[config.mk]
export PLATFORM = sky130hd
export DESIGN_NAME = piecewise_linear_calibrator_top
export DESIGN_NICKNAME = d
export VERILOG_FILES = /design/src/hdl/plc_pkg.sv /design/src/hdl/plc_ram.sv /design/src/hdl/plc_serdiv.sv /design/src/hdl/piecewise_linear_calibrator_top.sv
export SDC_FILE = /design/constraint.sdc
export NUM_CORES = 2
export LEC_CHECK = 0
export CORE_UTILIZATION = 26
export DETAILED_ROUTE_END_ITERATION = 10
export DONT_BUFFER_PORTS = 1
export PLACE_DENSITY_LB_ADDON = 0.25
export SYNTH_ARGS = -nofsm -noshare
export SYNTH_HDL_FRONTEND = slang
export SYNTH_SLANG_ARGS = --single-unit
[constraint.sdc]
create_clock -name clk -period 28.8 [get_ports clk]
set_input_delay 1.44 -clock clk [delete_from_list [all_inputs] [get_ports clk]]
set_output_delay 1.44 -clock clk [all_outputs]
set_load 0.02 [all_outputs]
[src/hdl/plc_pkg.sv]
`timescale 1ns / 1ps
package plc_pkg;

  localparam int SAMPLE_BITS = 24;

  typedef struct packed {
    logic                   func;
    logic [3:0]             node_index;
    logic [23:0]            node_count_value;
    logic [31:0]            node_value;
    logic [SAMPLE_BITS-1:0] sample;
  } plc_in_t;

  typedef struct packed {
    logic [47:0] result;
    logic        saturated;
  } plc_out_t;

  localparam logic [0:0] CFG_NODE_COUNT = 1'd0;
  localparam logic [0:0] CFG_DECIMAL_DIGITS = 1'd1;

  localparam int PROD_W = 100;
  localparam int SPAN_W = 33;

  function automatic logic [19:0] pow10(input logic [2:0] d);
    case (d)
      3'd0: pow10 = 20'd1;
      3'd1: pow10 = 20'd10;
      3'd2: pow10 = 20'd100;
      3'd3: pow10 = 20'd1000;
      3'd4: pow10 = 20'd10000;
      3'd5: pow10 = 20'd100000;
      default: pow10 = 20'd1000000;
    endcase
  endfunction

endpackage

[src/hdl/plc_ram.sv]
`timescale 1ns / 1ps
module plc_ram #(
  parameter int WIDTH = 8,
  parameter int DEPTH = 16
) (
  input  logic                     clk,
  input  logic                     we,
  input  logic [$clog2(DEPTH)-1:0] waddr,
  input  logic [WIDTH-1:0]         wdata,
  input  logic [$clog2(DEPTH)-1:0] raddr,
  output logic [WIDTH-1:0]         rdata
);
  logic [WIDTH-1:0] mem [DEPTH];

  always_ff @(posedge clk) begin
    if (we) begin
      mem[waddr] <= wdata;
    end
    rdata <= mem[raddr];
  end
endmodule

[src/hdl/plc_serdiv.sv]
`timescale 1ns / 1ps
// bit-serial restoring divider, one quotient bit per cycle
module plc_serdiv
  import plc_pkg::*;
(
  input  logic              clk,
  input  logic              rst_n,
  input  logic              start,
  input  logic [PROD_W-1:0] dividend,
  input  logic [SPAN_W-1:0] divisor,
  output logic              done,
  output logic [PROD_W-1:0] quotient
);
  localparam int CW = $clog2(PROD_W + 1);

  logic [PROD_W-1:0] q_r, q_nxt;
  logic [SPAN_W:0]   rem_r, rem_nxt;
  logic [SPAN_W-1:0] dv_r, dv_nxt;
  logic [CW-1:0]     cnt_r, cnt_nxt;
  logic              busy_r, busy_nxt;
  logic [SPAN_W:0]   trial;
  logic [SPAN_W+1:0] diff;

  always_comb begin
    q_nxt = q_r;
    rem_nxt = rem_r;
    dv_nxt = dv_r;
    cnt_nxt = cnt_r;
    busy_nxt = busy_r;
    trial = {rem_r[SPAN_W-1:0], q_r[PROD_W-1]};
    diff = {1'b0, trial} - {2'b00, dv_r};
    if (start) begin
      q_nxt = dividend;
      rem_nxt = '0;
      dv_nxt = divisor;
      cnt_nxt = CW'(PROD_W);
      busy_nxt = 1'b1;
    end else if (busy_r) begin
      if (!diff[SPAN_W+1]) begin
        rem_nxt = diff[SPAN_W:0];
      end else begin
        rem_nxt = trial;
      end
      q_nxt = {q_r[PROD_W-2:0], !diff[SPAN_W+1]};
      cnt_nxt = cnt_r - 1'b1;
      if (cnt_r == CW'(1)) begin
        busy_nxt = 1'b0;
      end
    end
  end

  always_ff @(posedge clk) begin
    if (!rst_n) begin
      busy_r <= 1'b0;
      cnt_r <= '0;
    end else begin
      busy_r <= busy_nxt;
      cnt_r <= cnt_nxt;
    end
    q_r <= q_nxt;
    rem_r <= rem_nxt;
    dv_r <= dv_nxt;
  end

  assign done = busy_r && (cnt_r == CW'(1));
  assign quotient = q_nxt;
endmodule

[src/hdl/piecewise_linear_calibrator_top.sv]
`timescale 1ns / 1ps
// node write: next item the following cycle; one item at a time
// conversion: node scan (ST_SCAN, ST_RD1W per node), the bit-serial multiplies, the bit-serial divider,
// then add and saturate; result held until out_ready; next transfer the cycle after the result is taken
// fewer than two nodes: result valid the cycle after the transfer
// synchronous active-low reset clears control state and config; node table undefined
module piecewise_linear_calibrator_top
  import plc_pkg::*;
#(
  parameter int NODES = 16
) (
  input  logic        clk,
  input  logic        rst_n,
  input  logic        in_valid,
  output logic        in_ready,
  input  plc_in_t     in_data,
  output logic        out_valid,
  input  logic        out_ready,
  output plc_out_t    out_data,
  input  logic        cfg_we,
  input  logic [0:0]  cfg_index,
  input  logic [4:0]  cfg_data
);
  localparam int AW = $clog2(NODES);
  localparam int NW = $clog2(NODES + 1);

  localparam logic [3:0] ST_IDLE = 4'd0;
  localparam logic [3:0] ST_SCAN = 4'd1;
  localparam logic [3:0] ST_RD1 = 4'd2;
  localparam logic [3:0] ST_RD1W = 4'd3;
  localparam logic [3:0] ST_RD2 = 4'd4;
  localparam logic [3:0] ST_PREP = 4'd5;
  localparam logic [3:0] ST_MUL1 = 4'd6;
  localparam logic [3:0] ST_MUL2 = 4'd7;
  localparam logic [3:0] ST_DIV = 4'd8;
  localparam logic [3:0] ST_ADD = 4'd9;
  localparam logic [3:0] ST_FIN = 4'd10;
  localparam logic [3:0] ST_OUT = 4'd11;
  localparam logic [3:0] ST_ZCHK = 4'd12;

  logic [4:0] node_count_r;
  logic [2:0] dec_r;

  always_ff @(posedge clk) begin
    if (!rst_n) begin
      node_count_r <= '0;
      dec_r <= '0;
    end else if (cfg_we) begin
      if (cfg_index == CFG_NODE_COUNT) begin
        node_count_r <= cfg_data;
      end else begin
        dec_r <= cfg_data[2:0];
      end
    end
  end

  logic [3:0]  st_r, st_nxt;
  logic [NW:0] n_eff;
  logic [23:0] s_r;
  logic [NW:0] i_r, i_nxt;
  logic [NW:0] idx_r, idx_nxt;
  logic        pend_r;
  logic [AW-1:0] raddr;
  logic [23:0] rc;
  logic [31:0] rv;
  logic        wr_en;

  assign n_eff = (NW+1)'(node_count_r) > (NW+1)'(NODES) ? (NW+1)'(NODES)
               : (NW+1)'(node_count_r);
  assign wr_en = in_valid && in_ready && !in_data.func
               && (32'(in_data.node_index) < 32'(NODES));

  plc_ram #(.WIDTH(24), .DEPTH(NODES)) u_cnt (
    .clk(clk), .we(wr_en), .waddr(AW'(in_data.node_index)),
    .wdata(in_data.node_count_value), .raddr(raddr), .rdata(rc));
  plc_ram #(.WIDTH(32), .DEPTH(NODES)) u_val (
    .clk(clk), .we(wr_en), .waddr(AW'(in_data.node_index)),
    .wdata(in_data.node_value), .raddr(raddr), .rdata(rv));

  logic [23:0] c1_r;
  logic signed [31:0] v1_r;
  logic signed [24:0] span_r;

  // serial multiply state
  logic [PROD_W-1:0] acc_r, acc_nxt;
  logic [PROD_W-1:0] mcand_r, mcand_nxt;
  logic [31:0] mplier_r, mplier_nxt;
  logic [5:0]  mcnt_r, mcnt_nxt;
  logic        neg_r;
  logic signed [52:0] base_r;
  logic [PROD_W-1:0] quo;
  logic        div_start, div_done;
  logic [59:0] q_r;
  logic signed [61:0] sum_r;
  plc_out_t    res_r, res_nxt;
  logic        ovf_r;

  plc_serdiv u_div (
    .clk(clk), .rst_n(rst_n), .start(div_start), .dividend(acc_r),
    .divisor(span_r[24] ? SPAN_W'(-33'(span_r)) : SPAN_W'(span_r)),
    .done(div_done), .quotient(quo));

  assign in_ready = (st_r == ST_IDLE);
  assign out_valid = (st_r == ST_OUT);
  assign out_data = res_r;
  assign raddr = AW'(i_r);
  assign div_start = (st_r == ST_MUL2) && (mcnt_r == 6'd0);

  logic [19:0] scl;
  assign scl = pow10(dec_r > 3'd6 ? 3'd6 : dec_r);

  logic signed [24:0] off_c;
  logic signed [32:0] dv_c;
  logic signed [24:0] sp_c;
  logic signed [61:0] sum_c;
  assign off_c = $signed({1'b0, s_r}) - $signed({1'b0, c1_r});
  assign dv_c = 33'($signed(rv)) - 33'(v1_r);
  assign sp_c = $signed({1'b0, rc}) - $signed({1'b0, c1_r});
  assign sum_c = (neg_r ? -62'($signed({1'b0, q_r}))
                        : 62'($signed({1'b0, q_r}))) + 62'(base_r);

  always_comb begin
    st_nxt = st_r;
    i_nxt = i_r;
    idx_nxt = idx_r;
    acc_nxt = acc_r;
    mcand_nxt = mcand_r;
    mplier_nxt = mplier_r;
    mcnt_nxt = mcnt_r;
    res_nxt = res_r;
    case (st_r)
      ST_IDLE: begin
        if (in_valid && in_data.func) begin
          if (n_eff < (NW+1)'(2)) begin
            res_nxt.result = 48'({in_data.sample, 8'd0});
            res_nxt.saturated = 1'b0;
            st_nxt = ST_OUT;
          end else begin
            i_nxt = '0;
            idx_nxt = n_eff;
            st_nxt = ST_SCAN;
          end
        end
      end
      ST_SCAN: begin
        // read issued for i_r; compare next cycle
        st_nxt = ST_RD1W;
      end
      ST_RD1W: begin
        if (s_r < rc) begin
          idx_nxt = i_r - 1'b1;
          if (i_r == '0) begin
            // below the first node: first segment
            idx_nxt = '0;
            st_nxt = ST_RD1;
            i_nxt = '0;
          end else begin
            i_nxt = i_r - 1'b1;
            st_nxt = ST_ZCHK;
          end
        end else if (i_r + 1'b1 == n_eff) begin
          i_nxt = n_eff - (NW+1)'(2);
          idx_nxt = n_eff - (NW+1)'(2);
          st_nxt = ST_RD1;
        end else begin
          i_nxt = i_r + 1'b1;
          st_nxt = ST_SCAN;
        end
      end
      ST_ZCHK: begin
        // idx is valid segment start here; data of idx arrives next cycle
        st_nxt = ST_RD1;
        if (idx_r > n_eff - (NW+1)'(2)) begin
          idx_nxt = n_eff - (NW+1)'(2);
          i_nxt = n_eff - (NW+1)'(2);
        end
      end
      ST_RD1: begin
        i_nxt = idx_r + 1'b1;
        st_nxt = ST_RD2;
      end
      ST_RD2: begin
        st_nxt = ST_PREP;
      end
      ST_PREP: begin
        if (pend_r) begin
          // the last segment stays put since the clamp would bring it back
          if (idx_r != n_eff - (NW+1)'(2) && (rv[31] || rv == 32'd0)) begin
            idx_nxt = idx_r + 1'b1;
            i_nxt = idx_r + 1'b1;
          end else begin
            i_nxt = idx_r;
          end
          st_nxt = ST_RD1;
        end else begin
          acc_nxt = '0;
          mcand_nxt = PROD_W'(dv_c[32] ? -dv_c : dv_c);
          mplier_nxt = 32'(off_c[24] ? -off_c : off_c);
          mcnt_nxt = 6'd25;
          st_nxt = ST_MUL1;
        end
      end
      ST_MUL1: begin
        if (mplier_r[0]) begin
          acc_nxt = acc_r + mcand_r;
        end
        mcand_nxt = mcand_r << 1;
        mplier_nxt = mplier_r >> 1;
        mcnt_nxt = mcnt_r - 1'b1;
        if (mcnt_r == 6'd1) begin
          mcand_nxt = acc_nxt;
          acc_nxt = '0;
          mplier_nxt = 32'(scl);
          mcnt_nxt = 6'd20;
          st_nxt = ST_MUL2;
        end
      end
      ST_MUL2: begin
        if (mcnt_r != 6'd0) begin
          if (mplier_r[0]) begin
            acc_nxt = acc_r + mcand_r;
          end
          mcand_nxt = mcand_r << 1;
          mplier_nxt = mplier_r >> 1;
          mcnt_nxt = mcnt_r - 1'b1;
        end else begin
          st_nxt = ST_DIV;
        end
      end
      ST_DIV: begin
        if (div_done) begin
          st_nxt = ST_ADD;
        end
      end
      ST_ADD: begin
        st_nxt = ST_FIN;
      end
      ST_FIN: begin
        if (ovf_r) begin
          res_nxt.result = neg_r ? {1'b1, 47'd0} : {1'b0, {47{1'b1}}};
          res_nxt.saturated = 1'b1;
        end else if (sum_r > 62'sh7FFFFFFFFFFF) begin
          res_nxt.result = {1'b0, {47{1'b1}}};
          res_nxt.saturated = 1'b1;
        end else if (sum_r < -62'sh800000000000) begin
          res_nxt.result = {1'b1, 47'd0};
          res_nxt.saturated = 1'b1;
        end else begin
          res_nxt.result = sum_r[47:0];
          res_nxt.saturated = 1'b0;
        end
        st_nxt = ST_OUT;
      end
      ST_OUT: begin
        if (out_ready) begin
          st_nxt = ST_IDLE;
        end
      end
      default: st_nxt = ST_IDLE;
    endcase
  end

  always_ff @(posedge clk) begin
    if (!rst_n) begin
      st_r <= ST_IDLE;
      pend_r <= 1'b0;
    end else begin
      st_r <= st_nxt;
      if (st_r == ST_ZCHK) begin
        pend_r <= 1'b1;
      end else if (st_r == ST_PREP || st_r == ST_IDLE) begin
        pend_r <= 1'b0;
      end else if (st_r == ST_RD2 && pend_r && !(rc == 24'd0 && rv == 32'd0)) begin
        // zero-node check only where the start node is (0,0)
        pend_r <= 1'b0;
      end
    end
    i_r <= i_nxt;
    idx_r <= idx_nxt;
    acc_r <= acc_nxt;
    mcand_r <= mcand_nxt;
    mplier_r <= mplier_nxt;
    mcnt_r <= mcnt_nxt;
    res_r <= res_nxt;
    if (st_r == ST_IDLE) begin
      s_r <= in_data.sample;
    end
    if (st_r == ST_RD2) begin
      c1_r <= rc;
      v1_r <= rv;
    end
    if (st_r == ST_PREP && !pend_r) begin
      span_r <= (sp_c == 25'sd0) ? 25'sd1 : sp_c;
      neg_r <= ((off_c < 0) != (dv_c < 0)) != ((sp_c < 0) && (sp_c != 0));
    end
    if (st_r == ST_MUL1 && mcnt_r == 6'd25) begin
      base_r <= 53'(v1_r) * $signed({1'b0, scl});
    end
    if (st_r == ST_DIV && div_done) begin
      q_r <= quo[59:0];
      ovf_r <= |quo[PROD_W-1:60];
    end
    if (st_r == ST_ADD) begin
      sum_r <= sum_c;
    end
  end
endmodule
# == Yosys cells after proc, flatten, opt, wreduce, memory -nomap -nowiden ==
# Memory sizes are Yosys's and may differ from the RTL's. A register that Yosys moved wholly into a read port is not among the register bits.
# Index checks and enable logic that the tools add are counted.
# totals
memories,2
reg_bits,768
mem_bits_rw,896
# classes
order_cmp,10
addsub,16
reduce_logical,43
multipliers,1
eq_ne,36
bitwise,2
muxes,69
# mem_list
memory,depth,word_bits,rd,rd_clocked_by_memory_dff,wr,line_no,rtl
u_val.mem,16,32,1,1,1,plc_ram.sv:13,logic [WIDTH-1:0] mem [DEPTH];
u_cnt.mem,16,24,1,1,1,plc_ram.sv:13,
# ops
cell,n
100-bit two-way mux,10
100-bit case mux with 3 select lines,2
49-bit two-way mux,5
20-bit case mux with 6 select lines,1
100-bit adder,1
33-bit negation with 100-bit output,1
49-bit case mux with 2 select lines,1
32-bit two-way mux,3
32-bit case mux with 3 select lines,1
6-bit two-way mux,15
62-bit by 53-bit adder with 62-bit output,1
"62-bit by 48-bit > comparator with 1-bit output, second input constant",1
"62-bit by 48-bit < comparator with 1-bit output, second input constant",1
62-bit two-way mux,1
60-bit negation with 62-bit output,1
32-bit by 21-bit multiplier with 53-bit output,1
4-bit case mux with 13 select lines,1
"25-bit by 1-bit < comparator with 1-bit output, second input constant",2
24-bit by 24-bit subtractor with 25-bit output,2
48-bit two-way mux,1
40-bit OR reduction,1
34-bit by 33-bit subtractor with 35-bit output,1
"33-bit by 1-bit < comparator with 1-bit output, second input constant",1
33-bit two-way mux,1
60 further kinds,121

# == Logic depth before layout (Yosys ltp) ==
# logic_depth
depth_word,8
depth_mapped,34
depth_no_buf,31

# == Modules after synthesis ==
# Synthesis repeated with hierarchy kept, for this count alone.
# hier_totals
hier_cells,9000
area_unflattened_um2,105613.8
# by_module_without_submodules
mod,cells_each,area_per_inst_um2,instances
piecewise_linear_calibrator_top,6545,61715.4,1
plc_ram at u_val,838,19835.3,1
plc_ram at u_cnt,636,14930.6,1
plc_serdiv,981,9132.5,1

# == Worst setup path before layout ==
# Ideal clock, no wire load.
# synth_timing
path_type,reg-to-reg
from,register mcnt_r[0]
to,register acc_r[0] (enable)
arrival_time_ps,12131
path_stages_with_launch,9
setup_slack_ps,15829
n_path_buf,3
path_cell_list,edfxtp_1 inv_1 ha_1 nand3_1 inv_2 clkbuf_1 clkbuf_1 clkbuf_1 nor2_1
# synth_via
elab_chain_len,3
# synth_lines
element,line_no,rtl
start: declaration,piecewise_linear_calibrator_top.sv:88,"logic [5:0] mcnt_r, mcnt_nxt;"
start signal: assignment,piecewise_linear_calibrator_top.sv:283,mcnt_r <= mcnt_nxt;
6-bit nonzero test,piecewise_linear_calibrator_top.sv:219,if (mcnt_r != 6'd0) begin
2-bit by 1-bit != test with 1-bit output (no source line),--,
3-bit AND reduction (no source line),--,
end signal: assignment,piecewise_linear_calibrator_top.sv:280,acc_r <= acc_nxt;
end: declaration,piecewise_linear_calibrator_top.sv:85,"logic [PROD_W-1:0] acc_r, acc_nxt;"
# No other way between the ends.
# A chain may end at the register's enable or synchronous reset.

# == Worst setup path in the final report ==
# layout_timing
from,register dec_r[1]
to,"register base_r[49], data pin"
# layout_via
elab_chain_len,5
word_cells_on_any_way,10
# layout_lines
element,line_no,rtl
start: declaration,piecewise_linear_calibrator_top.sv:42,logic [2:0] dec_r;
start signal: assignment,piecewise_linear_calibrator_top.sv:52,dec_r <= cfg_data[2:0];
3-bit > comparator,piecewise_linear_calibrator_top.sv:110,assign scl = pow10(dec_r > 3'd6 ? 3'd6 : dec_r);
3-bit two-way mux *,piecewise_linear_calibrator_top.sv:110,
"3-bit equality test, or another cell as far along",plc_pkg.sv:26,case (d)
20-bit case mux with 6 select lines *,plc_pkg.sv:26,
32-bit by 21-bit multiplier with 53-bit output *,piecewise_linear_calibrator_top.sv:297,"base_r <= 53'(v1_r) * $signed({1'b0, scl});"
end signal: assignment,piecewise_linear_calibrator_top.sv:297,
end: declaration,piecewise_linear_calibrator_top.sv:90,logic signed [52:0] base_r;
# Mark *: on every way between the ends. The rest lies on a longest branch, timed or not.

==> results.py <==
metrics = {
    "cts": {
        "clkLatencyLatePin_ns": 0.91,
        "htree_num_levels": 4,
        "cts_buffers": 194,
        "cts_tree": "yes",
        "cts_root_buffer": "clkbuf_16",
        "cts_sinks": 1720,
        "cts_setup_buffers": 0,
        "cts.clk_slew.worst_paths_ns": 0.07,
        "hold_buffers": 0,
        "cts_resized": 0,
        "cts.path.max_buffers": 4,
    },
    "synthesis": {
        "synthesis.area_um2": 105000,
        "synth-main-ff-cell": "edfxtp_1",
        "yosysSeqAreaShare_pct": 47.2,
        "ys_warn_count": 0,
        "async_flop_share_pct": 0,
        "syn_inst": 8841,
        "synth_cell_types": 93,
        "synth_edf_count": 1510,
        "synth-seq-cells": 1720,
        "syn_area_per_cell_um2": 11.9,
    },
    "sta": {
        "slew_headroom_pct": 16.8,
        "rsz0062_at_grt": "no",
        "finClkSkew_ns": 0.125,
        "worst_pin_slew_ns": 1.24,
        "period_share_pct": 32.8,
        "hold_violations": 0,
        "fin_crit_ns": 9.45,
        "slew_violations": 0,
        "setup_tns_ns": 0,
        "fmax_ghz": 0.106,
        "finalSetupViolCount": 0,
    },
    "critical_path": {
        "startpoint_type": "register",
        "r2r_cells": 28,
        "slowest_delay_ns": 0.64,
        "startpoint": "dec_r[1]$_SDFFE_PN0P_",
        "worstPathArrival_ns": 10.08,
        "endpoint_kind": "register",
        "r2r_slack_ns": 19.35,
        "worst_path_most_repeated_cell": "fa_1",
        "cp_max_fo": 31,
        "critPathBufInv": 5,
        "cpMaxStageDelayCell": "nor2b_2",
        "critical-path-top-delay-family": "adder cells",
        "r2r_end": "base_r[49]$_DFFE_PP_",
        "worstPathRequired_ns": 29.42,
        "critical_path_class": "register to register",
        "reg2reg_from": "dec_r[1]$_SDFFE_PN0P_",
    },
    "floorplanning": {
        "core_area_um2": 402000,
        "die-area_um2": 406000,
        "ios": 147,
        "initial_core_util_pct": 26.1,
        "chipWidth_um": 638,
        "rows": 233,
        "die_h_um": 638,
    },
    "min_path": {
        "hold_path.class": "register to register",
        "whs_path_depth": 1,
        "hp-start": "mplier_r[31]$_DFFE_PP_",
        "hold_path_end": "mplier_r[30]$_DFFE_PP_",
    },
    "global_route": {
        "grt_pass1_wl_mm": 479,
        "grt_pass1_vias": 70100,
        "grt_max_degree": 101,
        "track_usage_pct": 15.6,
        "antenna_found_initial": 23,
        "grt_overflow": 0,
    },
    "layout": {
        "synthToLayoutAreaGrowth_pct": 11.8,
        "layout_commonest_cell": "edfxtp_1",
        "drive_above_1_share_pct": 8.48,
        "final_util_pct": 29.2,
        "fill_cells": 40900,
        "final_cell_mix": "1,510 x edfxtp_1, 976 x inv_1, 746 x nand2_1",
        "nets": 9909,
    },
    "run_status": {
        "status": "complete, no violations",
    },
    "placement": {
        "portBuffers": 0,
        "dpl.hpwl_mm": 238,
        "place.gp.congestion": 0.909,
    },
    "pwr": {
        "power_uw": 9780,
        "power_leakage_uw": 0.0437,
        "ir_drop_uv": 57.3,
        "power.density_nw_per_um2": 83.3,
    },
    "route": {
        "num_vias": 68900,
        "drtAntennaViolNets": 0,
        "remaining_drc_errors": 0,
        "route.final.wire_length_mm": 325,
        "drt_iter0_markers": 5174,
        "wire_per_inst_um": 22.9,
        "viasPerCell": 4.86,
        "drt_pass1_iterations": 6,
    },
    "job": {
        "maxCapViolations": 0,
    },
}
==> area by class of cell <==
class / instances / area (um^2) / area share (%)
Multi-Input combinational cell: 5734 / 50500 / 43.0
Sequential cell: 1720 / 49600 / 42.2
Tap cell: 5287 / 6620 / 5.63
Clock buffer: 257 / 5320 / 4.53
Inverter: 978 / 3680 / 3.13
Clock inverter: 87 / 896 / 0.763
Timing Repair Buffer: 102 / 791 / 0.673
Antenna cell: 13 / 32.5 / 0.0277
==> Yosys cell counts, types with 147 or more instances <==
library cell / instances / share of area [%]
inv_1: 976 / 3.5
a21o_1: 211 / 1.5
dfxtp_1: 210 / 4.0
xnor2_1: 308 / 2.6
fa_1: 571 / 11
nor2_1: 477 / 1.7
a21oi_1: 456 / 2.2
nand2_1: 747 / 2.7
clkbuf_1: 376 / 1.3
ha_1: 512 / 6.1
o21ai_0: 442 / 2.1
xor2_1: 147 / 1.2
mux4_2: 280 / 6.0
edfxtp_1: 1510 / 43
mux2i_1: 197 / 1.9
==> registers in the layout (all words and copies together) (netlist names), 24 cells and up <==
name,cells
sum_r,62
acc_r,100
c1_r,24
u_val.rdata,32
u_cnt.rdata,24
mcand_r,100
span_r,25
u_div.q_r,100
u_cnt.mem,384
s_r,24
u_val.mem,512
out_data,49
u_div.rem_r,33
u_div.dv_r,33
q_r,60
base_r,53
mplier_r,32
v1_r,32
==> through the flow <==
stage | setup slack (ns) | instances | hold slack (ns) | area [um^2]
floorplan | 15.83 | 8849 | 0.431 | 105000
global placement | 19.44 | 13800 | 0.468 | 111000
detailed placement | 19.31 | 13800 | 0.467 | 111000
CTS | 19.30 | 14200 | 0.482 | 117000
global route | 18.90 | 14200 | 0.505 | 117000
finish | 19.35 | 14200 | 0.486 | 117000
==> report_power, final <==
group	leakage, uW	switching, uW	internal, uW
registers	0.0152	342	3070
clock network	0.00302	1030	1430
logic	0.0254	2360	1530
==> worst max path at each step <==
stage	to	depth (start not counted)
2_1_floorplan	acc_r[0]$_DFFE_PP_	8
3_3_place_gp	base_r[49]$_DFFE_PP_	28
3_5_place_dp	base_r[49]$_DFFE_PP_	28
4_1_cts	base_r[49]$_DFFE_PP_	28
5_1_grt	base_r[52]$_DFFE_PP_	27
6_report	base_r[49]$_DFFE_PP_	28
==> kinds of logic after synthesis <==
family | count (synthesis) | share of synthesized area (%)
DFF | 1720 | 47.2
AOI/OAI and AO/OA | 1634 | 9.76
other | 1 | 0.00357
adders and majority gates | 1083 | 17.0
buffers and inverters | 1395 | 4.99
and+or+nand+nor | 2071 | 9.34
xor gates and xnor gates | 456 | 3.82
muxes | 481 | 7.93
==> metal layers <==
metal	vias to the layer above	wire, um	global-route usage [%]
li1	31400	-	-
met1	35300	148000	21.5
met2	1799	152000	25.7
met3	392	17300	2.60
met4	4	7680	3.64
met5	-	27	0
(Power assumes the default switching activity.)
